## src/rtl/core/wsdf_pkg.sv

```systemverilog
package wsdf_pkg;

  // Frame opcodes that the parser acts on.
  localparam logic [3:0] OPC_TEXT  = 4'h1;
  localparam logic [3:0] OPC_CLOSE = 4'h8;
  localparam logic [3:0] OPC_PING  = 4'h9;

  // Length code that announces a 16-bit extended length.
  localparam logic [6:0] LEN_CODE_EXT16 = 7'd126;

  // First byte of an echoed ping (FIN set, pong opcode).
  localparam logic [7:0] PONG_HEADER = 8'h8A;

  // Result kinds carried on the master-side tuser.
  localparam logic [1:0] KIND_TEXT  = 2'd0;
  localparam logic [1:0] KIND_PONG  = 2'd1;
  localparam logic [1:0] KIND_CLOSE = 2'd2;

  // Output queue geometry.
  localparam int unsigned QUEUE_DEPTH = 4;
  localparam int unsigned QUEUE_PTR_W = 2;
  localparam int unsigned QUEUE_CNT_W = 3;

  // One beat taken from the slave side.
  typedef struct packed {
    logic [7:0] data;
    logic       last;
    logic       link_down;
  } in_beat_t;

  // One result beat for the master side.
  typedef struct packed {
    logic       last;
    logic [1:0] kind;
    logic [7:0] data;
  } result_t;

endpackage

```

## src/rtl/core/websocket_frame_deframer_unmasker.sv

```systemverilog
// An accepted beat is registered in the input stage and parsed there; its results are written into a
// four-entry output queue once the queue has room, and the master side reads them from that queue.
// Throughput: one input beat per cycle. A ping's second byte yields two result beats, so the
// master side (one beat per cycle) and the queue's free space set the sustained input rate.
// Reset (rst, synchronous, active high) empties the input stage and the output queue and
// returns the parser to waiting for the first header byte of a frame.
module websocket_frame_deframer_unmasker #(
  parameter int unsigned LENGTH_BITS = 16
) (
  input  logic       clk,
  input  logic       rst,

  input  logic       s_axis_tvalid,
  output logic       s_axis_tready,
  input  logic [7:0] s_axis_tdata,   // [7:0] data_byte
  input  logic       s_axis_tlast,   // chunk_end
  input  logic       s_axis_tuser,   // [0] link_down

  output logic       m_axis_tvalid,
  input  logic       m_axis_tready,
  output logic [7:0] m_axis_tdata,   // [7:0] out_byte
  output logic [1:0] m_axis_tuser,   // [1:0] kind
  output logic       m_axis_tlast    // last_of_run
);

  // Parser phases, one-hot. Each frame walks through the header phases and then
  // either streams text, echoes a ping, or skips to the end of the chunk.
  typedef enum logic [6:0] {
    PH_FIRST  = 7'b0000001,
    PH_SECOND = 7'b0000010,
    PH_EXTLEN = 7'b0000100,
    PH_MASK   = 7'b0001000,
    PH_TEXT   = 7'b0010000,
    PH_ECHO   = 7'b0100000,
    PH_SKIP   = 7'b1000000
  } phase_t;

  // ---------------------------------------------------------------------------
  // Input stage. A beat is held here while it is parsed. It moves on as
  // soon as the output queue has room for the two results a beat can produce.
  // ---------------------------------------------------------------------------
  wsdf_pkg::in_beat_t in_beat;
  logic               in_valid;
  logic               fire;
  logic               queue_room;

  logic [wsdf_pkg::QUEUE_CNT_W-1:0] q_count;

  assign queue_room    = (q_count <= wsdf_pkg::QUEUE_CNT_W'(wsdf_pkg::QUEUE_DEPTH - 2));
  assign fire          = in_valid && queue_room;
  assign s_axis_tready = !in_valid || queue_room;

  always_ff @(posedge clk) begin
    if (rst) begin
      in_valid <= 1'b0;
    end else if (s_axis_tready) begin
      in_valid <= s_axis_tvalid;
    end
  end

  always_ff @(posedge clk) begin
    if (s_axis_tvalid && s_axis_tready) begin
      in_beat.data      <= s_axis_tdata;
      in_beat.last      <= s_axis_tlast;
      in_beat.link_down <= s_axis_tuser;
    end
  end

  // ---------------------------------------------------------------------------
  // Parser state.
  // ---------------------------------------------------------------------------
  phase_t                 phase,        phase_next;
  logic [3:0]             opcode,       opcode_next;
  logic                   mask_present, mask_present_next;
  logic [LENGTH_BITS-1:0] pay_len,      pay_len_next;
  logic [7:0]             len_hi,       len_hi_next;
  logic [31:0]            mask_key,     mask_key_next;
  logic [1:0]             hdr_idx,      hdr_idx_next;
  logic [LENGTH_BITS-1:0] pay_cnt,      pay_cnt_next;

  // Results of the beat in the input stage (up to two).
  wsdf_pkg::result_t res0, res1;
  logic [1:0]        res_n;

  // Helper values for the header and payload phases.
  logic [15:0]            ext_full;
  logic                   ext_sat;
  logic [LENGTH_BITS-1:0] ext_len;
  logic [LENGTH_BITS-1:0] short_len;
  logic [1:0]             key_sel;
  logic [7:0]             key_byte;
  logic [LENGTH_BITS:0]   cnt_inc;
  logic                   text_done;

  // The 16-bit extended length saturates when it does not fit LENGTH_BITS.
  assign ext_full  = {len_hi, in_beat.data};
  assign ext_sat   = |(ext_full >> LENGTH_BITS);
  assign ext_len   = ext_sat ? {LENGTH_BITS{1'b1}} : ext_full[LENGTH_BITS-1:0];
  assign short_len = LENGTH_BITS'(in_beat.data[6:0]);

  // The key is stored first byte in the top bits, so payload byte n uses
  // key byte (n mod 4) counted from the top.
  assign key_sel   = 2'd3 - pay_cnt[1:0];
  assign key_byte  = mask_key[{key_sel, 3'b000} +: 8];
  assign cnt_inc   = {1'b0, pay_cnt} + (LENGTH_BITS + 1)'(1);
  assign text_done = (cnt_inc >= {1'b0, pay_len});

  always_comb begin
    phase_next        = phase;
    opcode_next       = opcode;
    mask_present_next = mask_present;
    pay_len_next      = pay_len;
    len_hi_next       = len_hi;
    mask_key_next     = mask_key;
    hdr_idx_next      = hdr_idx;
    pay_cnt_next      = pay_cnt;
    res0              = '0;
    res1              = '0;
    res_n             = 2'd0;

    if (in_beat.link_down) begin
      // A link error drops any partial chunk and asks for a close.
      res0.kind   = wsdf_pkg::KIND_CLOSE;
      res0.last   = 1'b1;
      res_n       = 2'd1;
      phase_next  = PH_FIRST;
    end else begin
      case (phase)
        PH_FIRST: begin
          opcode_next = in_beat.data[3:0];
          phase_next  = PH_SECOND;
        end
        PH_SECOND: begin
          // An unmasked frame unmasks with an all-zero key.
          mask_present_next = in_beat.data[7];
          pay_len_next      = short_len;
          mask_key_next     = '0;
          hdr_idx_next      = 2'd0;
          pay_cnt_next      = '0;
          if (opcode == wsdf_pkg::OPC_CLOSE) begin
            res0.kind  = wsdf_pkg::KIND_CLOSE;
            res0.last  = 1'b1;
            res_n      = 2'd1;
            phase_next = PH_SKIP;
          end else if (opcode == wsdf_pkg::OPC_PING) begin
            // Echo starts with the pong header, then the length byte as received.
            res0.kind  = wsdf_pkg::KIND_PONG;
            res0.data  = wsdf_pkg::PONG_HEADER;
            res1.kind  = wsdf_pkg::KIND_PONG;
            res1.data  = in_beat.data;
            res1.last  = in_beat.last;
            res_n      = 2'd2;
            phase_next = PH_ECHO;
          end else if (opcode == wsdf_pkg::OPC_TEXT) begin
            if (in_beat.data[6:0] == wsdf_pkg::LEN_CODE_EXT16) begin
              phase_next = PH_EXTLEN;
            end else if (in_beat.data[7]) begin
              phase_next = PH_MASK;
            end else begin
              phase_next = (short_len == '0) ? PH_SKIP : PH_TEXT;
            end
          end else begin
            phase_next = PH_SKIP;
          end
        end
        PH_EXTLEN: begin
          if (hdr_idx == 2'd0) begin
            len_hi_next  = in_beat.data;
            hdr_idx_next = 2'd1;
          end else begin
            pay_len_next = ext_len;
            hdr_idx_next = 2'd0;
            pay_cnt_next = '0;
            if (mask_present) begin
              phase_next = PH_MASK;
            end else begin
              phase_next = (ext_len == '0) ? PH_SKIP : PH_TEXT;
            end
          end
        end
        PH_MASK: begin
          mask_key_next = {mask_key[23:0], in_beat.data};
          hdr_idx_next  = hdr_idx + 2'd1;
          if (hdr_idx == 2'd3) begin
            pay_cnt_next = '0;
            phase_next   = (pay_len == '0) ? PH_SKIP : PH_TEXT;
          end
        end
        PH_TEXT: begin
          pay_cnt_next = cnt_inc[LENGTH_BITS-1:0];
          res0.kind    = wsdf_pkg::KIND_TEXT;
          res0.data    = in_beat.data ^ key_byte;
          res0.last    = text_done || in_beat.last;
          res_n        = 2'd1;
          if (text_done) begin
            phase_next = PH_SKIP;
          end
        end
        PH_ECHO: begin
          res0.kind = wsdf_pkg::KIND_PONG;
          res0.data = in_beat.data;
          res0.last = in_beat.last;
          res_n     = 2'd1;
        end
        default: begin
          // Skip phase: bytes up to the chunk end are dropped.
        end
      endcase

      // Every chunk end brings the parser back to a new frame header.
      if (in_beat.last) begin
        phase_next = PH_FIRST;
      end
    end
  end

  always_ff @(posedge clk) begin
    if (rst) begin
      phase   <= PH_FIRST;
      hdr_idx <= 2'd0;
      pay_cnt <= '0;
    end else if (fire) begin
      phase   <= phase_next;
      hdr_idx <= hdr_idx_next;
      pay_cnt <= pay_cnt_next;
    end
  end

  always_ff @(posedge clk) begin
    if (fire) begin
      opcode       <= opcode_next;
      mask_present <= mask_present_next;
      pay_len      <= pay_len_next;
      len_hi       <= len_hi_next;
      mask_key     <= mask_key_next;
    end
  end

  // ---------------------------------------------------------------------------
  // Output queue. Up to two results are written per cycle and one is read.
  // ---------------------------------------------------------------------------
  wsdf_pkg::result_t                q_mem [wsdf_pkg::QUEUE_DEPTH];
  logic [wsdf_pkg::QUEUE_PTR_W-1:0] q_wr_ptr;
  logic [wsdf_pkg::QUEUE_PTR_W-1:0] q_rd_ptr;
  logic [1:0]                       push_n;
  logic                             pop;

  assign push_n = fire ? res_n : 2'd0;
  assign pop    = m_axis_tvalid && m_axis_tready;

  always_ff @(posedge clk) begin
    if (rst) begin
      q_wr_ptr <= '0;
      q_rd_ptr <= '0;
      q_count  <= '0;
    end else begin
      q_wr_ptr <= q_wr_ptr + wsdf_pkg::QUEUE_PTR_W'(push_n);
      q_rd_ptr <= q_rd_ptr + wsdf_pkg::QUEUE_PTR_W'(pop);
      q_count  <= q_count + wsdf_pkg::QUEUE_CNT_W'(push_n)
                - wsdf_pkg::QUEUE_CNT_W'(pop);
    end
  end

  always_ff @(posedge clk) begin
    if (push_n != 2'd0) begin
      q_mem[q_wr_ptr] <= res0;
    end
    if (push_n == 2'd2) begin
      q_mem[q_wr_ptr + wsdf_pkg::QUEUE_PTR_W'(1)] <= res1;
    end
  end

  assign m_axis_tvalid = (q_count != '0);
  assign m_axis_tdata  = q_mem[q_rd_ptr].data;
  assign m_axis_tuser  = q_mem[q_rd_ptr].kind;
  assign m_axis_tlast  = q_mem[q_rd_ptr].last;

  // ---------------------------------------------------------------------------
  // Assertions.
  // ---------------------------------------------------------------------------

  // The queue never holds more beats than it has entries.
  assert property (@(posedge clk) disable iff (rst)
    q_count <= wsdf_pkg::QUEUE_CNT_W'(wsdf_pkg::QUEUE_DEPTH))
    else $error("output queue overflow");

  // While text streams, the count of bytes sent stays below the frame length.
  assert property (@(posedge clk) disable iff (rst)
    (phase == PH_TEXT) |-> (pay_cnt < pay_len))
    else $error("text payload count ran past the frame length");

  // A link error always sends the parser back to a frame header.
  assert property (@(posedge clk) disable iff (rst)
    (fire && in_beat.link_down) |=> (phase == PH_FIRST))
    else $error("parser did not restart after a link error");

  // A parsed link error always leaves a close request in the queue.
  assert property (@(posedge clk) disable iff (rst)
    (fire && in_beat.link_down) |=> (q_count != '0))
    else $error("close request lost after a link error");

endmodule
```

## config.mk

```make
export PLATFORM = sky130hd
export DESIGN_NAME = websocket_frame_deframer_unmasker
export DESIGN_NICKNAME = d
export VERILOG_FILES = /design/src/rtl/core/wsdf_pkg.sv /design/src/rtl/core/websocket_frame_deframer_unmasker.sv
export SDC_FILE = /design/constraint.sdc
export NUM_CORES = 1
export LEC_CHECK = 0
export BUFFER_PORTS_ARGS = -buffer_cell sky130_fd_sc_hd__buf_2
export CAP_MARGIN = 15
export CORE_UTILIZATION = 56
export DETAILED_ROUTE_END_ITERATION = 6
export PLACE_DENSITY = 0.83
export SLEW_MARGIN = 20
export SYNTH_ARGS = -nofsm -noshare
export SYNTH_HDL_FRONTEND = slang
export SYNTH_SLANG_ARGS = --single-unit
```

## constraint.sdc

```tcl
create_clock -name clk -period 4.08 [get_ports clk]
set_input_delay 0.408 -clock clk [delete_from_list [all_inputs] [get_ports clk]]
set_output_delay 0.408 -clock clk [all_outputs]
set_load 0.05 [all_outputs]
```

==> results of run 1 <==
[path summary, 6_finish.rpt]
check	end	slack, ns	depth (start not counted)	start
max	phase[3]	0.70	12	pay_cnt[1]
min	ext_full[4]	0.16	1	s_axis_tdata[4]
max reg2reg	phase[3]	0.70	12	pay_cnt[1]
min reg2reg	q_mem[0][9]	0.50	1	q_mem[0][9]
[where the power goes]
part	internal (µW)	total, µW	switching (µW)
combinational	217	597	380
sequential	1670	1770	99.9
clock	952	1540	590
[cell families (layout without fill, tap and decap cells)]
family                     after synthesis  in the layout  synth area share, %
muxes                                   23             23                6.224
and+or+nand+nor                        244            244                18.38
adders and majority gates               25             25                4.227
AOI/OAI and AO/OA                      135            135                11.85
buffers and inverters                   57             93                3.137
xor gates and xnor gates                21             21                2.427
DFF                                    148            148                53.76
[stage by stage]
step           instance area, µm²  setup WS [ns]  hold slack (ns)  utilization, %
6_report                     8451         0.7032           0.1550           63.81
5_1_grt                      8451         0.5026           0.1353           63.81
2_1_floorplan                7579         0.2467           0.4677               -
3_5_place_dp                 7875         0.8401           0.5009           59.47
4_1_cts                      8451         0.7701           0.1406           63.81
3_3_place_gp                 7875         0.9521           0.4840           59.47
[flip-flops by register name, summed over array words and instances (netlist names)]
name	cells
phase	7
len_hi	8
pay_cnt	16
ext_full	8
mask_key	32
pay_len	16
q_mem	44
q_wr_ptr	2
in_valid	1
opcode	4
q_rd_ptr	2
mask_present	1
hdr_idx	2
in_beat	2
q_count	3
[cell usage after synthesis, drive strengths merged (2+ instances only)]
master and instances:
nand2 42, buf 15, inv 26, nand4 8, and3 5, or4 5
a22oi 8, nand2b 4, o22ai 32, mux4 19, nor3 11, nor4b 4
o21a 9, o31ai 9, or3 6, o211ai 2, a211oi 2, a31oi 3
nor4 14, o21ai 23, dfxtp 37, and2 48, nand4b 2, xnor2 12
xor2 9, mux2 3, a221oi 3, a21oi 27, nand3b 7, nor2 51
a32oi 4, nor2b 10, nor3b 10, edfxtp 111, clkbuf 16, nand3 12
ha 24, a21o 3
[cell type report]
type                    count  area share (%)
well taps                 176           2.606
clock inverters            11           1.599
clock buffers              21           5.212
repair buffers             35           2.339
flip-flops and latches    148           48.21
inverters                  26           1.155
multi-input cells         448           38.88
[layer usage]
layer / GRT usage [%] / up-vias
li1: - / 2514
met1: 31.67 / 2710
met2: 41.69 / 265
met3: 6.805 / 47
met4: 13.30 / 0
met5: 0 / -
==> out/results.txt, run 1 <==
GR Overflow Total: 0
count of final setup violators: 0
Crit Path Max Fanout: 11
CTS tree: built
Top cell by count, worst path: nand4_1
Core Area: 0.01324 mm²
H-tree levels: 4
Post-Syn Instances: 653
CTS resizes: 0
initial DRC count: 610
final wirelength: 17170 µm
Largest delay share family, worst path: simple AND/OR/NAND/NOR gates
Non-Filler Instances: 865
Hold Fails Final Rpt: 0
type of the worst min-delay path: input pin to flip-flop
die width: 118.3 µm
post-synthesis cell area: 0.007579 mm²
synthesis-stage register bit count: 148
Placed Cells incl. Taps: 833
largest net degree at the start of global routing: 35
worst path cell trace: buf_4 -> nand4_1 -> nor4_1 -> nand4_1 -> xnor2_1 -> ha_1 -> nand3_1 -> nor3_1 -> o21a_1 -> a31oi_1 -> a21oi_2 -> mux2_1
setup bufs post-CTS: 0
GPL Wtd Cong: 0.8699
Slew Viols, Final: 0
Storage cell area: 0.004074 mm²
cell row count: 42
number of distinct library cells after synthesis: 72
setup TNS: 0 ns
Buffers on Ports: 26
CP arrival: 3.69 ns
Power per Cell Area: 462.8 mW/mm²
Synthesized Nets: 692
Top Ports: 27
clk_lat worst skew: 0.43 ns
status: finished, violations left
global-route wire length before repair: 27480 µm
most common cell after layout, fill and taps aside: edfxtp_1
DIE AREA: 0.01400 mm²
vias in the first global route: 5527
Power Total: 3911 µW
Synth Area per Inst: 11.61 µm²
RSZ-0062 raised after global routing: no
min cycle time layout: 3.377 ns
clock slew at reported path FFs: 0.06 ns
EDFF count, synth: 111
routed wl met2: 8363 µm
share of the synthesized area in the top cell type: 43.98%
TritonCTS Buffers: 17
commonest non-fill, non-tap cells in the layout: edfxtp_1, nor2_1, and2_1, nand2_1, dfxtp_1
YS warnings: 0
CP Class: flip-flop to flip-flop
met3 WL: 1345 µm
layout cell share with drive strength beyond 1: 14.22%
P&R area growth vs syn: 11.51%
Synth area leaders: edfxtp_1, dfxtp_1, mux4_2
Total GRT Usage: 25.72%
CP max-delay cell: nor4_1
startpoint types: flip-flop
Crit path required time: 4.39 ns
sequential area share after synthesis: 53.76%
measured slew at the worst slew-check pin: 0.8527 ns
vias: 5536
CP max stage delay: 0.47 ns
Main synth FF type: edfxtp_1
Final Cycle Share: 82.77%
Worst Path Buf+Inv: 1
die height: 118.3 µm
Pleak: 0.003016 µW
critical path endpoint category: flip-flop
drt first pass iters: 7
via-per-instance ratio: 6.400
Async SR Flop Fraction: 0%
skew final: 0.01077 ns
max frequency: 296.1 MHz
Inserted Diodes: 0
clock sink count: 148
WL/cell: 19.85 µm
top layer used by detailed routing: met4
Clock Tree Root: clkbuf_16
Rel. slew slack: 43.07%
initial core utilization: 57.23%
area leader, netlist: edfxtp_1
WL met1: 7006 µm
antenna violation net count after detailed routing: 0
DP HPWL: 11490 µm
failing checks: DRC
Nets: 715
CTS Buffer Depth: 2
initial antenna violation count: 0
multi-input logic area: 0.003286 mm²
Max VDD drop: 0.3281 mV
Max-Cap Viols: 0
# DRC: 2
Fill cells: 988
Hold-fix buffers, CTS: 0
(Power assumes the default switching activity.)
==> run 2, diff against run 1 <==
==> constraint.sdc (replaced) <==
create_clock -name clk -period 2.8 [get_ports clk]
set_input_delay 0.28 -clock clk [delete_from_list [all_inputs] [get_ports clk]]
set_output_delay 0.28 -clock clk [all_outputs]
set_load 0.05 [all_outputs]
==> run 2 against run 1 <==
Against the previous run:
- the flow finishes with violations (setup timing)
- sequential share of layout area decreased by 3.5 points
- hold slack lost 0.13 ns
- clock skew increased by 0.0014 ns
- maximum frequency rose by 17%
- combinational power is 63% higher
==> out/results.txt, run 2 (synthesis gave the netlist of run 1 again) <==
status: finished, violations left (unchanged)
Comb pwr share: 17.0% (was 15.3%)
GPL Wtd Cong: 0.9226 (was 0.8699)
Pleak: 0.003408 µW (was 0.003016 µW)
failing checks: setup timing (was DRC)
GR Overflow Total: 0 (unchanged)
commonest non-fill, non-tap cells in the layout: edfxtp_1, buf_4, nor2_1, and2_1, nand2_1 (was edfxtp_1, nor2_1, and2_1, nand2_1, dfxtp_1)
Core Area: 0.01324 mm² (unchanged)
Inserted Diodes: 0 (unchanged)
Total GRT Usage: 27.20% (was 25.72%)
TritonCTS Buffers: 17 (unchanged)
Crit path required time: 3.11 ns (was 4.39 ns)
setup slack after placement: -0.1402 ns (was 0.8401 ns)
clock sink count: 148 (unchanged)
via-per-instance ratio: 6.420 (was 6.400)
Slew Viols, Final: 0 (unchanged)
type of the worst min-delay path: input pin to flip-flop (unchanged)
initial DRC count: 622 (was 610)
final wirelength: 18750 µm (was 17170 µm)
global-route wire length before repair: 29150 µm (was 27480 µm)
top flop regs: q_mem (44), mask_key (32) (unchanged)
min cycle time layout: 2.893 ns (was 3.377 ns)
Net Sw Frac: 28.50% (was 27.36%)
clk_lat worst skew: 0.43 ns (about the same)
reg-to-reg slack, setup: -0.09 ns (was 0.70 ns)
worst reg2reg startpoint: pay_cnt[1] (unchanged)
Buffers on Ports: 26 (unchanged)
largest net degree at the start of global routing: 35 (unchanged)
die width: 118.3 µm (unchanged)
CP arrival: 3.21 ns (was 3.69 ns)
CTS Buffer Depth: 2 (unchanged)
Clk pwr share: 38.9% (was 39.4%)
DP HPWL: 12440 µm (was 11490 µm)
measured slew at the worst slew-check pin: 1.062 ns (was 0.8527 ns)
WL/cell: 20.44 µm (was 19.85 µm)
vias in the first global route: 5781 (was 5527)
layout cell share with drive strength beyond 1: 26.72% (was 14.22%)
CTS tree: built (unchanged)
initial antenna violation count: 0 (unchanged)
H-tree levels: 4 (unchanged)
count of final setup violators: 9 (was 0)
Placed Cells incl. Taps: 873 (was 833)
RSZ-0062 raised after global routing: yes (was no)
Non-Filler Instances: 917 (was 865)
Hold Path Cell Cnt: 1 (unchanged)
most common cell after layout, fill and taps aside: edfxtp_1 (unchanged)
Pint: 4115 µW (was 2841 µW)
# DRC: 0 (was 2)
Reg power frac: 44.1% (was 45.3%)
skew final: 0.01214 ns (was 0.01077 ns)
Fill cells: 858 (was 988)
Rel. slew slack: 28.61% (was 43.07%)
Hold EP: ext_full[4] (unchanged)
Power Total: 5755 µW (was 3911 µW)
CP Class: flip-flop to flip-flop (unchanged)
Final Cycle Share: 103.3% (was 82.77%)
Worst R2R Path Depth: 12 (unchanged)
critical path endpoint category: flip-flop (unchanged)
Hold Fails Final Rpt: 0 (unchanged)
die height: 118.3 µm (unchanged)
Crit Path Max Fanout: 5 (was 11)
initial core utilization: 57.23% (unchanged)
Nets: 768 (was 715)
drt first pass iters: 5 (was 7)
Most flops, register: q_mem (unchanged)
Layout Utilization: 68.99% (was 63.81%)
P&R area growth vs syn: 20.55% (was 11.51%)
max frequency: 345.7 MHz (was 296.1 MHz)
Max-Cap Viols: 0 (unchanged)
Hold-fix buffers, CTS: 0 (unchanged)
Final Instance Area: 0.009136 mm² (was 0.008451 mm²)
Top Ports: 27 (unchanged)
cell row count: 42 (unchanged)
antenna violation net count after detailed routing: 0 (unchanged)
DIE AREA: 0.01400 mm² (unchanged)
Power per Cell Area: 629.9 mW/mm² (was 462.8 mW/mm²)
clock slew at reported path FFs: 0.06 ns (about the same)
Net Switching: 1641 µW (was 1070 µW)
vias: 5887 (was 5536)
final worst setup slack: -0.09310 ns (was 0.7032 ns)
Clock Tree Root: clkbuf_16 (unchanged)
max reg flops: 44 (unchanged)
startpoint types: flip-flop (unchanged)
Max VDD drop: 0.5248 mV (was 0.3281 mV)
reg2reg end: phase[3] (unchanged)
Placement Cell Area: 0.008234 mm² (was 0.007875 mm²)
Hold Startpoint: s_axis_tdata[4] (unchanged)
run 2: changes by cell type in the layout (fill, tap and decap cells not counted), moves of 4 or more:
| cell | change |
|---|---|
| dfxtp_1 | -10 |
| buf_4 | +50 |
| inv_6 | +6 |
| nor3_1 | -4 |
| dfxtp_2 | +9 |
run 2: layer usage:
layer | track usage, % | share of wire, % | vias to the layer above
met1 | 34.59 | 40 | 2896
li1 | - | - | 2631
met3 | 6.805 | 8.1 | 47
met4 | 11.38 | 2.3 | 0
met5 | 0 | 0 | -
met2 | 44.41 | 50 | 313
run 2: power by group through the flow:
stage / Sequential (µW) / Clock [µW] / Combinational (µW)
6_report: 2540 / 2240 / 976
5_1_grt: 2550 / 2350 / 1040
4_1_cts: 2540 / 2250 / 966
3_5_place_dp: 2580 / 0 / 953
3_3_place_gp: 2580 / 0 / 923
2_1_floorplan: 2540 / 0 / 747
run 2: worst max-delay path by stage:
stage                           from  slack (ns)       end
final                     pay_cnt[1]       -0.09  phase[3]
after global routing      pay_cnt[1]       -0.21  phase[1]
after CTS                 pay_cnt[0]       -0.03  phase[6]
after detailed placement  pay_cnt[1]       -0.14  phase[3]
after global placement    pay_cnt[1]        0.04  phase[4]
after floorplan           pay_cnt[0]       0.009  phase[3]
run 2: area by class of cell:
cell class	instances	area [µm²]	area share, %
clock inverters	13	147.6	1.616
clock buffers	18	429.2	4.697
flip-flops and latches	148	4089	44.75
multi-input cells	448	3537	38.72
well taps	176	220.2	2.410
repair buffers	88	615.6	6.738
inverters	26	97.59	1.068
run 2: through the flow:
step	TNS [ns]	hold slack, ns
finish	-0.4843	0.02574
global route	-1.567	0.01193
CTS	-0.06324	0.01724
global placement	0	0.4564
floorplan	0	0.3789
detailed placement	-0.6760	0.4581
run 2: repair_timing:
item | 4_1_cts | 5_1_grt
pin swaps | 9 | 13
cloned | 0 | 0
resized for setup | 14 | 34
setup buffers | 5 | 9
endpoints found under the setup margin | 10 | 11
run 2: worst max-delay path: stages, from the launching register on:
cell and delay [ns]:
dfxtp_2 0.37, ha_4 0.16, nand3_4 0.10, nor4_4 0.26
and3_4 0.25, xor2_2 0.21, ha_4 0.24, a21o_1 0.17
a21oi_2 0.15, o21ai_2 0.10, nor4b_4 0.33, a21oi_4 0.14
mux2_4 0.31
==> run 3, diff against run 2 <==
--- a/config.mk
+++ b/config.mk
@@ -10,6 +10,7 @@
 export CORE_UTILIZATION = 56
 export DETAILED_ROUTE_END_ITERATION = 6
 export PLACE_DENSITY = 0.83
+export RECOVER_POWER = 100
 export SLEW_MARGIN = 20
 export SYNTH_ARGS = -nofsm -noshare
 export SYNTH_HDL_FRONTEND = slang
==> run 3 against run 2 <==
Against the previous run:
- the run still ends with setup timing left
- non-clock buffer count did not move
- sequential power hardly changed
- sequential cell count unchanged
- clock power about the same
- first-iteration DRC count is 11% higher
==> out/results.txt, run 3 (synthesis gave the netlist of run 1 again) <==
H-tree levels: 4 (unchanged)
Crit Path Max Fanout: 5 (unchanged)
Hold Startpoint: s_axis_tdata[4] (unchanged)
Rel. slew slack: 25.94% (was 28.61%)
layout cell share with drive strength beyond 1: 23.08% (was 26.72%)
initial antenna violation count: 0 (unchanged)
max frequency: 346.1 MHz (was 345.7 MHz)
final worst setup slack: -0.08919 ns (was -0.09310 ns)
drt first pass iters: 5 (unchanged)
Inserted Diodes: 0 (unchanged)
clock slew at reported path FFs: 0.06 ns (about the same)
Non-Filler Instances: 917 (unchanged)
clock sink count: 148 (unchanged)
status: finished, violations left (unchanged)
global-route wire length before repair: 29150 µm (unchanged)
Core Area: 0.01324 mm² (unchanged)
CTS tree: built (unchanged)
via-per-instance ratio: 6.415 (was 6.420)
WL/cell: 20.40 µm (was 20.44 µm)
startpoint types: flip-flop (unchanged)
Buffers on Ports: 26 (unchanged)
DIE AREA: 0.01400 mm² (unchanged)
Clock Tree Root: clkbuf_16 (unchanged)
most common cell after layout, fill and taps aside: edfxtp_1 (unchanged)
Final Instance Area: 0.009014 mm² (was 0.009136 mm²)
commonest non-fill, non-tap cells in the layout: edfxtp_1, nor2_1, buf_4, nand2_1, o22ai_1 (was edfxtp_1, buf_4, nor2_1, and2_1, nand2_1)
final wirelength: 18710 µm (was 18750 µm)
cell row count: 42 (unchanged)
Placement Cell Area: 0.008234 mm² (unchanged)
min cycle time layout: 2.889 ns (was 2.893 ns)
die width: 118.3 µm (unchanged)
measured slew at the worst slew-check pin: 1.083 ns (was 1.062 ns)
clk_lat worst skew: 0.43 ns (about the same)
Max VDD drop: 0.5247 mV (was 0.5248 mV)
Nets: 768 (unchanged)
TritonCTS Buffers: 17 (unchanged)
Power per Cell Area: 634.5 mW/mm² (was 629.9 mW/mm²)
die height: 118.3 µm (unchanged)
CTS Buffer Depth: 2 (unchanged)
Worst Setup SP: pay_cnt[1] (unchanged)
Total GRT Usage: 27.20% (unchanged)
WHS: 0.02520 ns (was 0.02574 ns)
Pleak: 0.003318 µW (was 0.003408 µW)
P&R area growth vs syn: 18.94% (was 20.55%)
GR Overflow Total: 0 (unchanged)
Hold-fix buffers, CTS: 0 (unchanged)
Most flops, register: q_mem (unchanged)
Hold Fails Final Rpt: 0 (unchanged)
Top Ports: 27 (unchanged)
critical path endpoint category: flip-flop (unchanged)
CP Class: flip-flop to flip-flop (unchanged)
top layer used by detailed routing: met4 (unchanged)
vias: 5883 (was 5887)
# DRC: 0 (unchanged)
DP HPWL: 12440 µm (unchanged)
antenna violation net count after detailed routing: 0 (unchanged)
setup TNS: -0.4497 ns (was -0.4843 ns)
worst reg2reg startpoint: pay_cnt[1] (unchanged)
routed wl met2: 9307 µm (was 9350 µm)
largest net degree at the start of global routing: 35 (unchanged)
Final Cycle Share: 103.2% (was 103.3%)
Max-Cap Viols: 0 (unchanged)
CP arrival: 3.20 ns (was 3.21 ns)
top flop regs: q_mem (44), mask_key (32) (unchanged)
Placed Cells incl. Taps: 873 (unchanged)
Crit path required time: 3.11 ns (about the same)
skew final: 0.01200 ns (was 0.01214 ns)
met3 WL: 1623 µm (was 1518 µm)
initial core utilization: 57.23% (unchanged)
GPL Wtd Cong: 0.9226 (unchanged)
count of final setup violators: 9 (unchanged)
reg-to-reg slack, setup: -0.09 ns (about the same)
failing checks: setup timing (unchanged)
vias in the first global route: 5781 (unchanged)
type of the worst min-delay path: input pin to flip-flop (unchanged)
WL met1: 7324 µm (was 7436 µm)
max reg flops: 44 (unchanged)
RSZ-0062 raised after global routing: yes (unchanged)
initial DRC count: 689 (was 622)
Slew Viols, Final: 0 (unchanged)
## run 3: critical path: stages, from the launching register on
cell,delay (ns)
dfxtp_2,0.37
ha_4,0.16
nand3_4,0.10
nor4_4,0.26
and3_4,0.25
xor2_2,0.21
ha_4,0.24
a21o_1,0.17
a21oi_2,0.15
o21ai_2,0.10
nor4b_4,0.32
a21oi_4,0.13
mux2_4,0.31
## run 3: path summary, 6_finish.rpt
kind | to | cells after the start
setup / recovery | phase[3] | 12
hold / removal | ext_full[4] | 1
setup reg to reg | phase[3] | 12
hold reg to reg | q_mem[3][9] | 2
## run 3: per-layer routing
metal | vias to the layer above | GRT usage [%]
met5 | - | 0
met1 | 2910 | 34.59
met3 | 46 | 6.805
met2 | 295 | 44.41
li1 | 2632 | -
met4 | 0 | 11.38
## run 3: cell type report
type	count	area, µm²
clock inverters	13	147.6
clock buffers	18	429.2
inverters	26	97.59
repair buffers	88	546.8
multi-input cells	448	3485
well taps	176	220.2
flip-flops and latches	148	4088
fillers	891	4229
## run 3: timing repair
action / in CTS / in global routing
buffers inserted: 5 / 9
pin swaps: 9 / 13
gates resized for setup: 14 / 34
gates cloned: 0 / 0
setup endpoints to repair: 10 / 11
## run 3: stage by stage
stage	power [µW]	util [%]	worst slack, ns
6_report	5719	68.07	-0.08919
5_1_grt	5900	68.07	-0.2104
4_1_cts	5756	67.22	-0.03086
3_5_place_dp	3537	62.18	-0.1402
3_3_place_gp	3499	62.18	0.04357
2_1_floorplan	3286	-	0.008854
## run 3: where the power goes
group          internal (µW)  switching, µW
clock network           1320            923
logic                    323            614
registers               2430            105
total                   4080           1640
